<file path="config.mk">
export PLATFORM = sky130hd
export DESIGN_NAME = crre_ctrl
export DESIGN_NICKNAME = d
export VERILOG_FILES = /design/src/crre_pkg.sv /design/src/crre_ctrl.sv
export SDC_FILE = /design/constraint.sdc
export NUM_CORES = 1
export LEC_CHECK = 0
export ABC_AREA = 1
export BUFFER_PORTS_ARGS = -buffer_cell sky130_fd_sc_hd__buf_2
export CAP_MARGIN = 15
export CORE_ASPECT_RATIO = 1.4
export CORE_MARGIN = 1.5
export CORE_UTILIZATION = 45
export DETAILED_ROUTE_END_ITERATION = 16
export PLACE_DENSITY = 0.68
export SYNTH_ARGS = -nofsm -noshare
export SYNTH_HDL_FRONTEND = slang
export SYNTH_SLANG_ARGS = --single-unit
</file>
<file path="constraint.sdc">
create_clock -name clock -period 4 [get_ports clock]
set_input_delay 0.4 -clock clock [delete_from_list [all_inputs] [get_ports clock]]
set_output_delay 0.4 -clock clock [all_outputs]
set_load 0.02 [all_outputs]
</file>
<file path="src/crre_pkg.sv">
package crre_pkg;

   // Command codes carried on req_command.
   localparam logic [2:0] CMD_SET = 3'd0;
   localparam logic [2:0] CMD_SUB = 3'd1;
   localparam logic [2:0] CMD_INT = 3'd2;
   localparam logic [2:0] CMD_OVL = 3'd3;
   localparam logic [2:0] CMD_RDE = 3'd4;

   // Commands from the controller to the datapath, one per step that acts on the datapath.
   typedef struct packed {
      logic load;
      logic set_wr;
      logic ovl_rd;
      logic ovl_chk;
      logic rde_rd;
      logic rde_ld;
      logic src_rd;
      logic src_ld;
      logic cut_step;
      logic pc_next;
      logic add_rd;
      logic add_cmp;
      logic commit;
      logic respond;
   } ctl_cmd_type;

   // Status from the datapath that steers the controller.
   typedef struct packed {
      logic cmd_set;
      logic cmd_bld;
      logic cmd_ovl;
      logic cmd_rde;
      logic is_sub;
      logic ovl_end;
      logic rd_hit;
      logic idx_ok;
      logic src_end;
      logic cut_last;
      logic pc_end;
      logic add_scan;
      logic add_full;
      logic merge_hit;
   } ctl_sts_type;

endpackage

</file>
<file path="src/crre_ctrl.sv">
module crre_ctrl
   import crre_pkg::*;
(
   input  logic        clock,
   input  logic        reset,
   input  logic        start,
   output logic        busy,
   input  ctl_sts_type sts,
   output ctl_cmd_type cmd
);

   typedef enum logic [14:0] {
      ST_IDLE    = 15'b000000000000001,
      ST_DISP    = 15'b000000000000010,
      ST_SET     = 15'b000000000000100,
      ST_OVL_RD  = 15'b000000000001000,
      ST_OVL_CHK = 15'b000000000010000,
      ST_RDE_RD  = 15'b000000000100000,
      ST_RDE_LD  = 15'b000000001000000,
      ST_SRC_RD  = 15'b000000010000000,
      ST_SRC_LD  = 15'b000000100000000,
      ST_CUT     = 15'b000001000000000,
      ST_PC_NEXT = 15'b000010000000000,
      ST_ADD_RD  = 15'b000100000000000,
      ST_ADD_CMP = 15'b001000000000000,
      ST_COMMIT  = 15'b010000000000000,
      ST_RESP    = 15'b100000000000000
   } state_type;

   state_type state_ff;
   state_type state_in;

   assign busy = (state_ff != ST_IDLE);

   // Next state and the datapath command for the current step.
   always_comb begin
      state_in = state_ff;
      cmd      = '0;
      case (state_ff)
         ST_IDLE: begin
            if (start) begin
               cmd.load = 1'b1;
               state_in = ST_DISP;
            end
         end
         ST_DISP: begin
            if (sts.cmd_set)      state_in = ST_SET;
            else if (sts.cmd_bld) state_in = ST_SRC_RD;
            else if (sts.cmd_ovl) state_in = ST_OVL_RD;
            else if (sts.cmd_rde) state_in = ST_RDE_RD;
            else                  state_in = ST_RESP;
         end
         ST_SET: begin
            cmd.set_wr = 1'b1;
            state_in   = ST_RESP;
         end
         ST_OVL_RD: begin
            if (sts.ovl_end) begin
               state_in = ST_RESP;
            end else begin
               cmd.ovl_rd = 1'b1;
               state_in   = ST_OVL_CHK;
            end
         end
         ST_OVL_CHK: begin
            cmd.ovl_chk = 1'b1;
            state_in    = sts.rd_hit ? ST_RESP : ST_OVL_RD;
         end
         ST_RDE_RD: begin
            if (sts.idx_ok) begin
               cmd.rde_rd = 1'b1;
               state_in   = ST_RDE_LD;
            end else begin
               state_in = ST_RESP;
            end
         end
         ST_RDE_LD: begin
            cmd.rde_ld = 1'b1;
            state_in   = ST_RESP;
         end
         ST_SRC_RD: begin
            if (sts.src_end) begin
               state_in = ST_COMMIT;
            end else begin
               cmd.src_rd = 1'b1;
               state_in   = ST_SRC_LD;
            end
         end
         ST_SRC_LD: begin
            cmd.src_ld = 1'b1;
            if (sts.is_sub)      state_in = ST_CUT;
            else if (sts.rd_hit) state_in = ST_ADD_RD;
            else                 state_in = ST_SRC_RD;
         end
         ST_CUT: begin
            cmd.cut_step = 1'b1;
            if (sts.cut_last) state_in = ST_PC_NEXT;
         end
         ST_PC_NEXT: begin
            if (sts.pc_end) begin
               state_in = ST_SRC_RD;
            end else begin
               cmd.pc_next = 1'b1;
               state_in    = ST_ADD_RD;
            end
         end
         ST_ADD_RD: begin
            cmd.add_rd = 1'b1;
            if (sts.add_scan)      state_in = ST_ADD_CMP;
            else if (sts.add_full) state_in = ST_RESP;
            else                   state_in = sts.is_sub ? ST_PC_NEXT : ST_SRC_RD;
         end
         ST_ADD_CMP: begin
            cmd.add_cmp = 1'b1;
            if (sts.merge_hit) state_in = sts.is_sub ? ST_PC_NEXT : ST_SRC_RD;
            else               state_in = ST_ADD_RD;
         end
         ST_COMMIT: begin
            cmd.commit = 1'b1;
            state_in   = ST_RESP;
         end
         ST_RESP: begin
            cmd.respond = 1'b1;
            state_in    = ST_IDLE;
         end
         default: begin
            state_in = ST_IDLE;
         end
      endcase
   end

   always_ff @(posedge clock) begin
      if (reset) state_ff <= ST_IDLE;
      else       state_ff <= state_in;
   end

endmodule

</file>
==> results.txt <==
DRC viols: 0
First-pass GRT wire length: 4450 microns
CTS tree: yes
Sink Count: 15
Net Sw Frac: 0.295
Initial antenna violation count: 0
Crit path largest cell delay: 0.34 ns
Area leader, netlist: dfxtp_1
Sequential Power Share: 0.517
Final period util: 0.492
Reg with most FFs: state_ff
Pre-Repair DR Iteration Count: 8
Yosys cell types: 25
Gpl congestion: 0.876
Hpwl dp: 2140 microns
Clock Skews: 0.00405 ns
P_leak: 0.720 nW
TritonCTS buffer count: 3
Buf/Inv on CP: 1
Top Registers: state_ff: 15 flops
Placeable Area: 2200 sq um
Worst Tran Pin Value: 0.260 ns
Clk slew on worst S/H paths: 0.09 ns
Switching power: 0.0878 mW
Ant. Diodes: 0
Hold Crit Class: input port to flip-flop
Cells along the critical path: nor2_2 > nand2_2 > nor2_8 > nand2_1 > nor2_1 > buf_2
Top-area cell type share of the netlist area: 0.282
Cell row count: 20
Crit path max-delay cell type: dfxtp_1
Vias/cell: 4.93
Final period demand of the worst path: 1.97 ns
CTS root buffer: clkbuf_4
Fin. Hold Viols: 0
Comb pwr share: 0.184
H-Tree Depth: 1
RSZ-0062 raised after global routing: no
Mapped Area: 1070 sq um
Final setup viols: 0
Number of synthesized register bits: 15
Power share of the clock group: 0.299
Routed WL: 2610 microns
Die area: 2670 sq um
Critical Path AT: 1.57 ns
Internal: 0.210 mW
Clock Latency Late Sink: 0.29 ns
Synth Area per Inst: 6.09 sq um
Worst EP required: 3.60 ns
Initial drt markers: 26
Crit-path leading delay family: simple AND/OR/NAND/NOR gates
CP endpoint kind: output port
Cells after Synth: 175
I/O pin count: 32
Synthesis-to-layout area growth: 19.2%
Yosys Warn Count: 0
CP Launch Type: flip-flop
Rel. slew slack: 0.825
Number of flip-flops in the largest register: 15
CTS Hold Buffers Added: 0
Worst vdd ir: 0.175 mV
Wirelength per Cell: 11.3 microns
Width of the die: 44.1 microns
Share of cells above drive strength 1: 0.254
Post-route antenna net violation count: 0
Gr usage total: 0.225
Buffers on Ports: 31
Setup Buffers After CTS: 0
Fmax: 508 MHz
WS Path Type: flip-flop to output port
Max FO, Critical Path: 10
CTS resizes: 0
Largest net degree at the start of global routing: 14
Remaining global-route overflow: 0
Die H: 60.6 microns
Final core utilization: 0.577
Final #Nets: 227
Synthesized Nets: 192
Final Max Tran Viols: 0
Seq/Total Area, Yosys: 0.282
Max Cap Violations: 0
Longest Clk Path Bufs: 2
TNS Setup: 0 ns
Run status: complete, no violations
Top post-synthesis cells by area: dfxtp_1, nand2_1, inv_1, nor2_1, nand3_1
Vias in the first global route: 1,063
Vias post-DR: 1,138
Effective utilization at floorplan: 0.484
Pwr Density: 234 nW/um^2
[logic make-up (layout without fill, tap and decap cells)]
| logic type | Yosys count | in the layout | synth area share |
|---|---|---|---|
| compound gates | 11 | 11 | 0.0634 |
| buf+inv | 36 | 70 | 0.127 |
| flops | 15 | 15 | 0.282 |
| simple gates | 113 | 113 | 0.528 |
[per-stage QoR]
step	setup slack (ns)	std cells	area (sq um)	hold WS, ns	total power [mW]
2_1_floorplan	2.28	175	1070	0.476	0.192
3_3_place_gp	2.36	227	1240	0.593	0.212
3_5_place_dp	2.36	227	1240	0.598	0.212
4_1_cts	2.03	231	1270	0.291	0.300
5_1_grt	1.88	231	1270	0.290	0.315
6_report	2.03	231	1270	0.296	0.297
[layout by cell type, fill, tap and decap left out]
cell type   n
o221ai_1    1
inv_2       1
nor2_2      5
nand2_1    36
nor3_1      7
nor2_4      1
clkbuf_4    3
or2_4       1
inv_1      34
clkbuf_1    1
nor3b_1     1
nand2_4     3
nand3b_1    1
a21oi_1     2
buf_2      31
or2_2       1
nor2_8      2
nor4_1      2
nand2_2     2
nor2_1     33
nand4_1     1
nand3b_2    1
o22ai_1     1
dfxtp_1    15
o21ai_0     5
nand3_1    16
o21ai_2     2
[power groups by stage]
stage	clock network, mW	registers [mW]	logic (mW)
after floorplan	0	0.157	0.0357
after global placement	0	0.157	0.0543
final	0.0890	0.154	0.0547
after global routing	0.0992	0.154	0.0622
after CTS	0.0914	0.154	0.0552
after detailed placement	0	0.157	0.0549
[routing by layer]
layer | vias up | GRT usage | part of all wire
met3 | 5 | 0.0268 | 0.039
met5 | - | 0 | 0
li1 | 612 | - | -
met2 | 31 | 0.403 | 0.50
met4 | 0 | 0.0952 | 0.017
met1 | 490 | 0.267 | 0.44
[worst register-to-register path, delay by kind of cell, from the launching register on]
family        cells  cell delay (ns)
buf+inv           1             0.04
flops             1             0.34
simple gates     11             1.06
[final timing paths]
check	startpoint	end	slack (ns)	cells after the start
worst max-delay path	state_ff[14]	cmd[9]	2.03	6
worst min-delay path	sts[8]	state_ff[4]	0.30	2
worst max register to register	state_ff[14]	state_ff[0]	2.46	12
worst min register to register	state_ff[1]	state_ff[2]	0.69	3
[synthesized netlist by cell type]
cell       n
nor3b_1    1
nand3b_1   1
o21ai_0    5
o21ai_2    2
nor3_1     7
o22ai_1    1
inv_2      1
nor2_4     1
o221ai_1   1
dfxtp_1   15
nor4_1     2
inv_1     34
nand2_4    3
nand2_2    2
nor2_8     2
a21oi_1    2
clkbuf_1   1
nor2_1    33
or2_4      1
nand2_1   36
nand4_1    1
nand3b_2   1
or2_2      1
nor2_2     5
nand3_1   16
[final cells by class]
class                           instances  area (sq um)
Clock buffer                            4          26.3
Sequential cell                        15           300
Timing Repair Buffer                   31           155
Inverter                               35           131
Tap cell                               22          27.5
Fill cell                             217           931
Multi-Input combinational cell        124           631
Power figures use the tool's default switching activity.
